===== src/rtl/gcib_pkg.sv =====
`timescale 1ns / 1ps
package gcib_pkg;

  // Angle word: signed degrees, 32 fraction bits
  localparam int ANG_W  = 42;
  // Sine/cosine word: signed Q30
  localparam int XY_W   = 34;
  // Vectoring word: signed Q30 with headroom for CORDIC gain
  localparam int VX_W   = 36;
  // Magnitude of a raw input angle during modulo reduction
  localparam int MAG_W  = 26;
  // Full product of two sine/cosine words
  localparam int PROD_W = 2 * XY_W;
  localparam int LANES  = 3;

  localparam logic signed [XY_W-1:0]  INV_GAIN = XY_W'(652032874);
  localparam logic signed [ANG_W-1:0] DEG_180  = ANG_W'(64'd180 << 32);
  localparam logic signed [ANG_W-1:0] DEG_360  = ANG_W'(64'd360 << 32);
  localparam logic [63:0] RAD_TO_DEG = 64'd246083499208;

  // Lane order inside the rotation and reduction cells
  localparam int LN_LAT1 = 0;
  localparam int LN_LAT2 = 1;
  localparam int LN_DLON = 2;

  typedef struct packed {
    logic                    s;
    logic [MAG_W-1:0]        m;
  } red_t;

  typedef struct packed {
    logic                    neg;
    logic signed [XY_W-1:0]  x;
    logic signed [XY_W-1:0]  y;
    logic signed [ANG_W-1:0] a;
  } rot_t;

  typedef struct packed {
    logic                    zero;
    logic signed [VX_W-1:0]  x;
    logic signed [VX_W-1:0]  y;
    logic signed [ANG_W-1:0] z;
  } vec_t;

  // Divide by the odd number 2k+1
  function automatic logic [63:0] odd_div(input logic [63:0] v, input int k);
    case (k)
      0:  return v;
      1:  return v / 3;
      2:  return v / 5;
      3:  return v / 7;
      4:  return v / 9;
      5:  return v / 11;
      6:  return v / 13;
      7:  return v / 15;
      8:  return v / 17;
      9:  return v / 19;
      10: return v / 21;
      11: return v / 23;
      12: return v / 25;
      13: return v / 27;
      14: return v / 29;
      15: return v / 31;
      16: return v / 33;
      17: return v / 35;
      18: return v / 37;
      19: return v / 39;
      20: return v / 41;
      21: return v / 43;
      22: return v / 45;
      23: return v / 47;
      24: return v / 49;
      25: return v / 51;
      26: return v / 53;
      27: return v / 55;
      28: return v / 57;
      29: return v / 59;
      default: return 64'd0;
    endcase
  endfunction

  // atan(2^-i) in Q32 degrees, from a truncated Taylor series in Q60 radians
  function automatic logic [63:0] atan_q32(input int i);
    logic [63:0] sum;
    logic [63:0] term;
    logic [63:0] r;
    int          n;
    if (i == 0) begin
      return 64'd45 << 32;
    end
    sum = 64'd0;
    for (int k = 0; k < 30; k++) begin
      n = 2 * k + 1;
      if (i * n <= 60) begin
        term = odd_div(64'd1 << (60 - i * n), k);
        if (k[0]) begin
          sum = sum - term;
        end else begin
          sum = sum + term;
        end
      end
    end
    r = (sum + (64'd1 << 27)) >> 28;
    return (r * (RAD_TO_DEG >> 16) + ((r * (RAD_TO_DEG & 64'hFFFF)) >> 16)) >> 16;
  endfunction

endpackage


===== src/rtl/gcib_mod_cell.sv =====
`timescale 1ns / 1ps
module gcib_mod_cell #(
  parameter int FRAC  = 16,
  parameter int SHIFT = 0
) (
  input  logic                                        clk,
  input  logic                                        rst_n,
  input  logic                                        v_in,
  input  gcib_pkg::red_t [gcib_pkg::LANES-1:0]        d_in,
  output logic                                        v_out,
  output gcib_pkg::red_t [gcib_pkg::LANES-1:0]        d_out
);

  localparam logic [39:0] MODK = (40'd360 << FRAC) << SHIFT;

  logic                                 v_r;
  gcib_pkg::red_t [gcib_pkg::LANES-1:0] d_r, d_nxt;

  // Subtract one scaled full turn from each magnitude when it fits
  always_comb begin
    d_nxt = d_in;
    for (int j = 0; j < gcib_pkg::LANES; j++) begin
      if ({14'd0, d_in[j].m} >= MODK) begin
        d_nxt[j].m = d_in[j].m - MODK[gcib_pkg::MAG_W-1:0];
      end
    end
  end

  always_ff @(posedge clk) begin
    if (!rst_n) begin
      v_r <= 1'b0;
    end else begin
      v_r <= v_in;
    end
    d_r <= d_nxt;
  end

  assign v_out = v_r;
  assign d_out = d_r;

endmodule


===== config.mk =====
export PLATFORM = sky130hd
export DESIGN_NAME = gcib_mod_cell
export DESIGN_NICKNAME = d
export VERILOG_FILES = /design/src/rtl/gcib_pkg.sv /design/src/rtl/gcib_mod_cell.sv
export SDC_FILE = /design/constraint.sdc
export NUM_CORES = 1
export LEC_CHECK = 0
export ABC_CLOCK_PERIOD_IN_PS = 1600
export BUFFER_PORTS_ARGS = -buffer_cell sky130_fd_sc_hd__buf_2
export CAP_MARGIN = 20
export CORE_UTILIZATION = 42
export CTS_BUF_LIST = sky130_fd_sc_hd__clkbuf_4
export DETAILED_ROUTE_END_ITERATION = 12
export HOLD_SLACK_MARGIN = 0.12
export PLACE_DENSITY = 0.9
export SLEW_MARGIN = 20
export SYNTH_ARGS = -nofsm -noshare
export SYNTH_HDL_FRONTEND = slang
export SYNTH_SLANG_ARGS = --single-unit

===== constraint.sdc =====
create_clock -name clk -period 1.6 [get_ports clk]
set_input_delay 0.16 -clock clk [delete_from_list [all_inputs] [get_ports clk]]
set_output_delay 0.16 -clock clk [all_outputs]
set_load 0.03 [all_outputs]

==> metrics.yaml <==
setup_path:
  cp_cell_sequence: "dlygate4sd3_1, clkbuf_4, and3b_1, o31ai_1, dlygate4sd3_1"
  cp_common_cell: "dlygate4sd3_1"
  crit_slowest_cell: "dlygate4sd3_1"
  cp-end-kind: "flip-flop"
  arrival_ps: 1990
  cp_num_buf_inv: 3
  path_max_fanout: 5
  crit_type: "input port to flip-flop"
  cp_top_family: "buffers and inverters"
  critical_path.max_stage_delay_ps: 600
  cp-start-kind: "input port"
  worstPathRequired_ps: 1960
cells_and_area:
  nNetsFinal: 536
  multiInputGateArea_um2: 689.4
  drive_above_1_share_pct: 44.49
  regArea_um2: 1642
  num-fill-cells: 270
  fin_area_um2: 4380
  final_common_cell: "buf_2"
  mostFrequentLayoutCells: "buf_2, dlygate4sd3_1, dfxtp_1, o21ai_0"
  fin_cells: 525
  synthToLayoutAreaGrowth_pct: 86.32
placement:
  dp_cells: 421
  port_buffers: 165
  post-place-ws_ps: 173.9
  gp_congestion: 0.8699
  postPlaceCellArea_um2: 3233
  hpwl_um: 4831
floorplan:
  core_area_um2: 5238
  dieArea_um2: 5901
  core.rowCount: 26
  io_pins: 166
  die_w_um: 76.82
  initial_core_util_pct: 44.89
  dieHeight_um: 76.82
power:
  leakagePower_uw: 0.002106
  p_total_uw: 4880
  seqPwrFrac_pct: 45.5
  ir_drop_v: 0.0008368
  power.share.combinational_pct: 19.2
  switching_share_pct: 27.75
  internal_power_uw: 3526
  p_per_area_nw_per_um2: 1114
  p_sw_uw: 1354
  clock_power_share_pct: 35.3
sta:
  min_period_over_period_pct: 101.8
  finalSetupViolations: 3
  rsz0062_at_grt: "yes"
  worst_pin_slew_ps: 418.4
  max_freq_mhz: 613.7
  period_minus_slack_ps: 1630
  maxSlewHeadroom_pct: 71.85
  hold-worst-slack_ps: 176.4
  fin_ws_ps: -29.57
  drv_slew: 0
  hold_violations: 0
drt:
  num_vias: 2707
  routedWlPerCell_um: 18.71
  viasPerCell: 5.156
  first_iter_violations: 230
  detail-route-antenna-nets: 0
  wirelength_um: 9822
  remaining_drc_errors: 0
  first_pass_iters: 5
logic_synthesis:
  synth-main-ff-cell: "dfxtp_1"
  synth_seq_cells: 82
  ys_seq_area_share_pct: 69.82
  syn_nets: 280
  synthCells: 193
  yosys_warnings: 0
  synth_edf_count: 0
  ys_types: 29
  syn_area_um2: 2351
  async_reset_ff_share_pct: 0
  avgSynthCellArea_um2: 12.18
clock_network:
  h-tree-depth: 3
  cts_tree: "yes"
  clkTransAtPathRegs_ps: 140
  numCtsBuffers: 9
  clock_path_buffers: 2
  clkSinkCount: 82
  cts-root-buf: "clkbuf_4"
  post-cts-setup-buffers: 0
global_route:
  antenna_found_initial: 1
  grt_use_total_pct: 32.63
  grt_pass1_vias: 2707
  overflow: 0
  grt_pass1_wl_um: 14370
  grt_max_degree: 16
worst_hold_path:
  hold_path.class: "input port to flip-flop"
run_status:
  failed_checks: "setup timing"
  status: "finished, violations left"
job:
  cap_violations: 0
[path summary, 6_finish.rpt]
check / end / slack [ps] / from / depth (start not counted)
worst max-delay path: d_out[77] / -30 / d_in[76] / 5
worst min-delay path: d_out[19] / 180 / d_in[19] / 3
[final cells by class]
type | count | area share (%)
sequential | 82 | 37.47
clock inverter | 7 | 3.342
clock buffer | 9 | 1.542
antenna | 1 | 0.05713
multi-input combinational | 93 | 15.74
inverter | 11 | 0.9426
timing repair buffer | 252 | 38.90
tap | 70 | 1.999
[repair_timing]
item                                    4_1_cts  5_1_grt
endpoints found under the setup margin        0        6
endpoints found under the hold margin        81        0
gates resized for setup                       0       18
hold buffers                                 87        0
[cell usage after synthesis, types with 3 or more instances]
| cell | instances | share of area, % |
|---|---|---|
| nand3_1 | 6 | 1.3 |
| o211a_1 | 3 | 1.3 |
| o31ai_1 | 10 | 3.2 |
| a21oi_1 | 11 | 2.3 |
| or4_1 | 3 | 0.96 |
| dfxtp_1 | 82 | 70 |
| nor3_1 | 6 | 1.3 |
| ha_1 | 3 | 1.6 |
| clkbuf_1 | 3 | 0.48 |
| o211ai_1 | 3 | 0.96 |
| a211oi_1 | 3 | 0.96 |
| o21ai_0 | 17 | 3.6 |
| nor2_1 | 8 | 1.3 |
| inv_1 | 11 | 1.8 |
| nor4_1 | 3 | 0.80 |
[routing by layer]
metal / track usage, % / share of wire [%]
met3: 8.214 / 7.9
met2: 58.66 / 51
met5: 0 / 0
met4: 20.77 / 5.1
met1: 33.46 / 36
[cell families (layout without fill, tap and decap cells)]
logic type | Yosys count | after routing | synth area share (%)
AO/OA/AOI/OAI | 56 | 56 | 17.03
adder cells (fa/ha/maj) | 3 | 3 | 1.597
buffers and inverters | 18 | 279 | 3.087
flip-flops | 82 | 82 | 69.82
multiplexers | 1 | 1 | 0.4789
other | 0 | 1 | 0
AND/OR/NAND/NOR | 33 | 33 | 7.983
[power by group through the flow]
stage / combinational [µW] / sequential, µW / clock [µW]
3_3_place_gp: 678 / 2250 / 0
4_1_cts: 874 / 2210 / 1720
2_1_floorplan: 136 / 2530 / 0
3_5_place_dp: 696 / 2250 / 0
5_1_grt: 978 / 2230 / 1840
6_report: 936 / 2220 / 1720
[per-stage QoR]
stage	TNS [ps]	utilization [%]
3_3_place_gp	0	61.73
4_1_cts	0	82.44
5_1_grt	-50.57	83.64
2_1_floorplan	0	-
6_report	-53.90	83.64
3_5_place_dp	0	61.73
[flip-flops by register name (all words and copies together), names as in the netlist]
| signal | flops |
|---|---|
| d_out | 81 |
| v_out | 1 |
[worst min-delay path, cell delays in order]
cell	delay [ps]
buf_2	160
nor3_1	70
nor3_1	150
Note: power is estimated with default switching activity, not from simulation.
