### src/rtl/gcib_pkg.sv
`timescale 1ns / 1ps
package gcib_pkg;

  // Angle word: signed degrees, 32 fraction bits
  localparam int ANG_W  = 42;
  // Sine/cosine word: signed Q30
  localparam int XY_W   = 34;
  // Vectoring word: signed Q30 with headroom for CORDIC gain
  localparam int VX_W   = 36;
  // Magnitude of a raw input angle during modulo reduction
  localparam int MAG_W  = 26;
  // Full product of two sine/cosine words
  localparam int PROD_W = 2 * XY_W;
  localparam int LANES  = 3;

  localparam logic signed [XY_W-1:0]  INV_GAIN = XY_W'(652032874);
  localparam logic signed [ANG_W-1:0] DEG_180  = ANG_W'(64'd180 << 32);
  localparam logic signed [ANG_W-1:0] DEG_360  = ANG_W'(64'd360 << 32);
  localparam logic [63:0] RAD_TO_DEG = 64'd246083499208;

  // Lane order inside the rotation and reduction cells
  localparam int LN_LAT1 = 0;
  localparam int LN_LAT2 = 1;
  localparam int LN_DLON = 2;

  typedef struct packed {
    logic                    s;
    logic [MAG_W-1:0]        m;
  } red_t;

  typedef struct packed {
    logic                    neg;
    logic signed [XY_W-1:0]  x;
    logic signed [XY_W-1:0]  y;
    logic signed [ANG_W-1:0] a;
  } rot_t;

  typedef struct packed {
    logic                    zero;
    logic signed [VX_W-1:0]  x;
    logic signed [VX_W-1:0]  y;
    logic signed [ANG_W-1:0] z;
  } vec_t;

  // Divide by the odd number 2k+1
  function automatic logic [63:0] odd_div(input logic [63:0] v, input int k);
    case (k)
      0:  return v;
      1:  return v / 3;
      2:  return v / 5;
      3:  return v / 7;
      4:  return v / 9;
      5:  return v / 11;
      6:  return v / 13;
      7:  return v / 15;
      8:  return v / 17;
      9:  return v / 19;
      10: return v / 21;
      11: return v / 23;
      12: return v / 25;
      13: return v / 27;
      14: return v / 29;
      15: return v / 31;
      16: return v / 33;
      17: return v / 35;
      18: return v / 37;
      19: return v / 39;
      20: return v / 41;
      21: return v / 43;
      22: return v / 45;
      23: return v / 47;
      24: return v / 49;
      25: return v / 51;
      26: return v / 53;
      27: return v / 55;
      28: return v / 57;
      29: return v / 59;
      default: return 64'd0;
    endcase
  endfunction

  // atan(2^-i) in Q32 degrees, from a truncated Taylor series in Q60 radians
  function automatic logic [63:0] atan_q32(input int i);
    logic [63:0] sum;
    logic [63:0] term;
    logic [63:0] r;
    int          n;
    if (i == 0) begin
      return 64'd45 << 32;
    end
    sum = 64'd0;
    for (int k = 0; k < 30; k++) begin
      n = 2 * k + 1;
      if (i * n <= 60) begin
        term = odd_div(64'd1 << (60 - i * n), k);
        if (k[0]) begin
          sum = sum - term;
        end else begin
          sum = sum + term;
        end
      end
    end
    r = (sum + (64'd1 << 27)) >> 28;
    return (r * (RAD_TO_DEG >> 16) + ((r * (RAD_TO_DEG & 64'hFFFF)) >> 16)) >> 16;
  endfunction

endpackage

### src/rtl/gcib_vec_cell.sv
`timescale 1ns / 1ps
module gcib_vec_cell #(
  parameter int STAGE = 0
) (
  input  logic           clk,
  input  logic           rst_n,
  input  logic           v_in,
  input  gcib_pkg::vec_t d_in,
  output logic           v_out,
  output gcib_pkg::vec_t d_out
);

  localparam logic signed [gcib_pkg::ANG_W-1:0] ATAN =
    gcib_pkg::ANG_W'(gcib_pkg::atan_q32(STAGE));

  logic           v_r;
  gcib_pkg::vec_t d_r, d_nxt;

  // Drive y toward zero and accumulate the angle
  always_comb begin
    d_nxt = d_in;
    if (d_in.y >= 0) begin
      d_nxt.x = d_in.x + (d_in.y >>> STAGE);
      d_nxt.y = d_in.y - (d_in.x >>> STAGE);
      d_nxt.z = d_in.z + ATAN;
    end else begin
      d_nxt.x = d_in.x - (d_in.y >>> STAGE);
      d_nxt.y = d_in.y + (d_in.x >>> STAGE);
      d_nxt.z = d_in.z - ATAN;
    end
  end

  always_ff @(posedge clk) begin
    if (!rst_n) begin
      v_r <= 1'b0;
    end else begin
      v_r <= v_in;
    end
    d_r <= d_nxt;
  end

  assign v_out = v_r;
  assign d_out = d_r;

endmodule

### config.mk
export PLATFORM = sky130hd
export DESIGN_NAME = gcib_vec_cell
export DESIGN_NICKNAME = d
export VERILOG_FILES = /design/src/rtl/gcib_pkg.sv /design/src/rtl/gcib_vec_cell.sv
export SDC_FILE = /design/constraint.sdc
export NUM_CORES = 1
export LEC_CHECK = 0
export ABC_CLOCK_PERIOD_IN_PS = 3200
export BUFFER_PORTS_ARGS = -buffer_cell sky130_fd_sc_hd__buf_2
export CORE_MARGIN = 4
export CORE_UTILIZATION = 55
export CTS_BUF_LIST = sky130_fd_sc_hd__clkbuf_16
export DETAILED_ROUTE_END_ITERATION = 8
export PLACE_DENSITY = 0.83
export SLEW_MARGIN = 20
export SYNTH_ARGS = -nofsm -noshare
export SYNTH_HDL_FRONTEND = slang
export SYNTH_SLANG_ARGS = --single-unit
### constraint.sdc
create_clock -name clk -period 3.2 [get_ports clk]
set_input_delay 0 -clock clk [delete_from_list [all_inputs] [get_ports clk]]
set_output_delay 0 -clock clk [all_outputs]
set_load 0.03 [all_outputs]
==> results.py, run 1 <==
metrics = {
    "logic_synthesis": {
        "yosysWarnings": 0,
        "synth.avg_cell_area_sq_um": 7.864,
        "syn_area_sq_um": 9798,
        "ys_top_cells_by_area": "dfxtp_1 (23%), ha_1 (14%), a21oi_1 (7.2%)",
        "synthArstFlopShare": 0,
        "synth.distinct_cells": 96,
        "ys.flop_type": "dfxtp_1",
        "syn_inst": 1246,
        "synth_common_cells": "a21oi_1 (140), dfxtp_1 (115), inv_1 (110), ha_1 (109), nor2_1 (93)",
        "synth_top_area_cell": "dfxtp_1",
        "synth_edf_count": 0,
        "synth.most_common_cell": "a21oi_1",
        "ys_seq_area_frac": 0.2350,
        "syn_nets": 1476,
        "ys_ff_latch": 115,
        "yosys.area.top_type_share": 0.2350,
    },
    "clock_tree": {
        "clock-sinks": 115,
        "ctsHtreeMaxLevel": 4,
        "post_cts_buffers": 0,
        "clkTransAtPathRegs_ns": 0.06,
        "clock-root-buffer": "clkbuf_16",
        "cts_tree": "built",
        "cts.path.max_buffers": 2,
        "numCtsBuffers": 17,
        "cts-resized-gates": 0,
        "hold_buffers": 48,
    },
    "timing": {
        "drv_slew": 0,
        "worstMarginPinSlew_ns": 1.119,
        "finalHoldViolations": 0,
        "tns_ns": 0,
        "relSlewSlack": 0.2541,
        "fin_crit_sh": 0.9572,
        "fin_crit_ns": 3.063,
        "setup_viol": 0,
        "fmax_mhz": 326.5,
        "rsz0062_at_grt": "false",
    },
    "finish": {
        "final_area_sq_um": 12200,
        "antenna_cells": 0,
        "nets": 1748,
        "multi_input_area_sq_um": 6739,
        "seqCellArea_sq_um": 2302,
        "area_growth_pct": 24.49,
        "layout-drive-gt1-share": 0.2332,
        "fillers": 1420,
    },
    "critical_path": {
        "crit_path_end_kind": "register",
        "worstPathCellList": "dlygate4sd3_1, buf_2, ha_1, fa_1, nor2b_1, o211ai_1, a21oi_2, o21ai_2, a21oi_2, o21a_1, a311o_1, xnor2_1",
        "cp_slowest_cell": "dlygate4sd3_1",
        "crit_fanout": 4,
        "crit_path_frequent_cell": "a21oi_2",
        "critPathTopFamily": "compound AO/OA/AOI/OAI gates",
        "arrival_ns": 3.36,
        "setup.worst_path.start_class": "input port",
        "crit_required_ns": 3.50,
        "cp_slowest_stage_delay_ns": 0.56,
        "critPathBufInv": 2,
        "crit_type": "in2reg",
    },
    "die": {
        "die_y_um": 141.5,
        "die_w_um": 141.5,
        "coreArea_sq_um": 17360,
        "ioPinCount": 234,
        "dieArea_sq_um": 20010,
        "start_util": 0.5645,
        "placementRows": 48,
    },
    "pwr": {
        "power_density_nw_per_um2": 508.0,
        "p_leak_nw": 5.697,
        "peakVddDrop_v": 0.0003944,
    },
    "routing": {
        "wirelength_um": 38480,
        "drcViolationCount": 0,
        "vias_per_cell": 6.229,
        "num_vias": 10940,
        "drt_iter0_markers": 1316,
        "route.antenna.remaining_nets": 0,
        "wire_per_inst_um": 21.91,
        "drtPass1Iterations": 6,
    },
    "min_path": {
        "hold_path_end": "d_out[76]",
        "hold_class": "in2reg",
        "hp-start": "d_in[112]",
        "worstHoldPathCells": 3,
    },
    "global_route": {
        "grt_pass1_wl_um": 59370,
        "grt_use_total": 0.3725,
        "grt_max_degree": 101,
        "antenna_found_initial": 0,
        "grt_overflow": 0,
        "first_global_vias": 10610,
    },
    "place": {
        "portBuffers": 233,
        "gp_congestion": 1.045,
        "dpl-instance-area_sq_um": 11180,
        "dp_hpwl_um": 28130,
    },
    "job": {
        "cap_viol_max_count": 0,
    },
    "run_status": {
        "run_status": "complete, no violations",
    },
}
## state kept, by name, summed over array words and instances, names as in the netlist
signal and count:
d_out 114, v_out 1
## worst max-delay path by stage
stage	startpoint	end	slack (ns)	cells after the start
6_report	d_in[78]	d_out[110]	0.14	12
5_1_grt	d_in[78]	d_out[60]	0.04	12
4_1_cts	d_in[78]	d_out[110]	0.23	12
3_5_place_dp	d_in[50]	d_out[75]	0.23	11
3_3_place_gp	d_in[62]	d_out[110]	0.20	11
2_1_floorplan	d_in[77]	d_out[40]	0.79	13
## metal layers
metal	up-vias	track usage	wire length (um)
met3	184	0.08291	4044
met5	-	0	0
met2	766	0.6343	17980
li1	4971	-	-
met1	5018	0.4481	14280
met4	0	0.1707	2179
## kinds of logic (layout without fill, tap and decap cells)
logic type                 count (synthesis)  in the layout  synth area share
AOI/OAI and AO/OA                        424            424            0.2940
adders and majority gates                112            112            0.1453
muxes                                     21             21           0.02158
and+or+nand+nor                          322            322            0.1635
xor gates and xnor gates                  71             71           0.06347
DFF                                      115            115            0.2350
buffers and inverters                    181            466           0.07726
## through the flow
step                hold WS [ns]  instances  power (mW)  worst slack [ns]    util
global route             0.07840       1756       6.425           0.03760  0.7028
finish                   0.04735       1756       6.197            0.1370  0.7028
floorplan                0.02772       1246       3.492            0.7854       -
global placement          0.1022       1676       4.261            0.1992  0.6443
CTS                      0.01541       1756       6.105            0.2340  0.7028
detailed placement        0.1040       1676       4.284            0.2307  0.6443
## cell usage in the layout, fill, tap and decap left out, types with 19 or more instances in the layout
master / instances
mux2i_1: 20
nor2_1: 93
buf_2: 233
nand3_1: 19
a21oi_1: 140
xnor2_1: 57
o21ai_0: 80
ha_1: 109
nor3_1: 39
nand2_1: 69
o21bai_1: 26
inv_1: 109
a21o_1: 20
buf_4: 32
dlygate4sd3_1: 48
dfxtp_1: 115
## final cells by class
cell class / instances / share of cell area
Timing Repair Buffer: 313 / 0.1547
Multi-Input combinational cell: 950 / 0.5525
Clock inverter: 15 / 0.008924
Clock buffer: 17 / 0.03488
Inverter: 121 / 0.03723
Tap cell: 225 / 0.02308
Sequential cell: 115 / 0.1887
## where the power goes
part | total (mW) | switching (mW) | internal (mW)
combinational | 2.62 | 1.76 | 0.856
sequential | 1.78 | 0.0917 | 1.69
clock | 1.80 | 0.803 | 0.993
(Power assumes the default switching activity.)
==> inputs of run 2 (changes only) <==
--- a/config.mk
+++ b/config.mk
@@ -7,8 +7,10 @@
 export LEC_CHECK = 0
 export ABC_CLOCK_PERIOD_IN_PS = 3200
 export BUFFER_PORTS_ARGS = -buffer_cell sky130_fd_sc_hd__buf_2
+export CELL_PAD_IN_SITES_DETAIL_PLACEMENT = 0
+export CELL_PAD_IN_SITES_GLOBAL_PLACEMENT = 1
 export CORE_MARGIN = 4
-export CORE_UTILIZATION = 55
+export CORE_UTILIZATION = 40
 export CTS_BUF_LIST = sky130_fd_sc_hd__clkbuf_16
 export DETAILED_ROUTE_END_ITERATION = 8
 export PLACE_DENSITY = 0.83
==> results.py, run 2 (synthesis results as in run 1) <==
metrics = {
    "finish": {
        "nets": 1743,
        "largest_register_ffs": 114,
        "seqCellArea_sq_um": 2302,
        "antenna_cells": 0,
        "final_cell_mix": "buf_2 (232), a21oi_1 (140), dfxtp_1 (115)",
        "area_growth_pct": 25.88,
        "final_core_util": 0.5102,
        "layout-drive-gt1-share": 0.2308,
        "finalNonFillerCells": 1849,
        "multi_input_area_sq_um": 6739,
        "final_common_cell": "buf_2",
        "fillers": 2351,
    },
    "clock_tree": {
        "clock-root-buffer": "clkbuf_16",
        "clkTransAtPathRegs_ns": 0.06,
        "cts.path.max_buffers": 2,
        "numCtsBuffers": 17,
        "clock-sinks": 115,
        "ctsHtreeMaxLevel": 4,
        "cts_tree": "built",
    },
    "routing": {
        "wire_per_inst_um": 19.30,
        "drtPass1Iterations": 5,
        "wirelength_um": 35680,
        "vias_per_cell": 5.615,
        "num_vias": 10380,
        "route.antenna.remaining_nets": 0,
        "drt_iter0_markers": 1043,
        "drcViolationCount": 0,
    },
    "timing": {
        "worstMarginPinSlew_ns": 0.8349,
        "tns_ns": 0,
        "fin_crit_ns": 3.049,
        "fmax_mhz": 328.0,
        "fin_crit_sh": 0.9527,
        "relSlewSlack": 0.4386,
        "hold_slack_ns": 0.04025,
        "setup_ws_ns": 0.1513,
        "finalHoldViolations": 0,
        "setup_viol": 0,
        "drv_slew": 0,
        "rsz0062_at_grt": "false",
    },
    "critical_path": {
        "arrival_ns": 3.34,
        "crit_type": "in2reg",
        "crit_required_ns": 3.49,
        "crit_fanout": 5,
        "setup.worst_path.start_class": "input port",
        "crit_path_end_kind": "register",
    },
    "die": {
        "placementRows": 57,
        "start_util": 0.4053,
        "dieArea_sq_um": 27060,
        "ioPinCount": 234,
        "die_w_um": 164.5,
        "coreArea_sq_um": 24180,
        "die_y_um": 164.5,
    },
    "place": {
        "gp_congestion": 0.9491,
        "portBuffers": 233,
        "dp_cells": 1770,
        "dp_slack_ns": 0.07659,
        "dp_hpwl_um": 27980,
    },
    "global_route": {
        "grt_pass1_wl_um": 54800,
        "grt_max_degree": 66,
        "grt_use_total": 0.2553,
        "antenna_found_initial": 0,
        "grt_overflow": 0,
        "first_global_vias": 10010,
    },
    "min_path": {
        "hp-start": "d_in[79]",
        "hold_path_end": "d_out[43]",
        "worstHoldPathCells": 3,
        "hold_class": "in2reg",
    },
    "run_status": {
        "run_status": "complete, no violations",
    },
    "pwr": {
        "peakVddDrop_v": 0.0002905,
        "p_leak_nw": 5.684,
        "power_density_nw_per_um2": 507.8,
    },
    "job": {
        "cap_viol_max_count": 0,
    },
}
run 2: cell type report:
class                   instances  area share
flip-flops and latches        115      0.1867
well taps                     324     0.03287
clock buffers                  17     0.03449
clock inverters                14     0.01268
multi-input cells             950      0.5464
inverters                     121     0.03682
repair buffers                308      0.1501
run 2: through the flow:
step | power, mW | area (sq um)
after detailed placement | 4.268 | 11270
after global routing | 6.559 | 12330
after global placement | 4.268 | 11270
after floorplan | 3.492 | 9798
after CTS | 6.263 | 12330
final | 6.264 | 12330
run 2: power by group:
part           switching, mW  internal, mW
clock                  0.793          1.15
combinational           1.70         0.850
sequential            0.0790          1.69
total                   2.57          3.69
run 2: worst max path at each step:
| stage | startpoint | to | slack [ns] |
|---|---|---|---|
| after floorplan | d_in[77] | d_out[40] | 0.79 |
| after detailed placement | d_in[57] | d_out[109] | 0.08 |
| after CTS | d_in[78] | d_out[60] | 0.17 |
| after global placement | d_in[57] | d_out[109] | 0.06 |
| after global routing | d_in[78] | d_out[60] | 0.09 |
| final | d_in[78] | d_out[110] | 0.15 |
run 2: what timing repair did:
action | 4_1_cts | 5_1_grt
setup endpoints to repair | 0 | 1
resized for setup | 0 | 1
hold endpoints to repair | 47 | 0
setup buffers | 0 | 0
hold buffers | 48 | 0
run 2: worst max-delay path, stage by stage:
cell           delay [ns]
dlygate4sd3_1        0.56
buf_2                0.15
ha_1                 0.21
fa_1                 0.41
nor2b_1              0.17
o211ai_1             0.38
a21oi_2              0.17
o21ai_2              0.32
a21oi_2              0.17
o21a_1               0.30
a311o_1              0.35
xnor2_1              0.15
run 2: metal layers:
layer  wire length [um]  track usage  vias up
met1              15120       0.3326     4853
met4                835      0.07713        0
met2              16590       0.4310      496
met3               3140      0.04617       62
li1                   -            -     4971
met5                  0            0        -
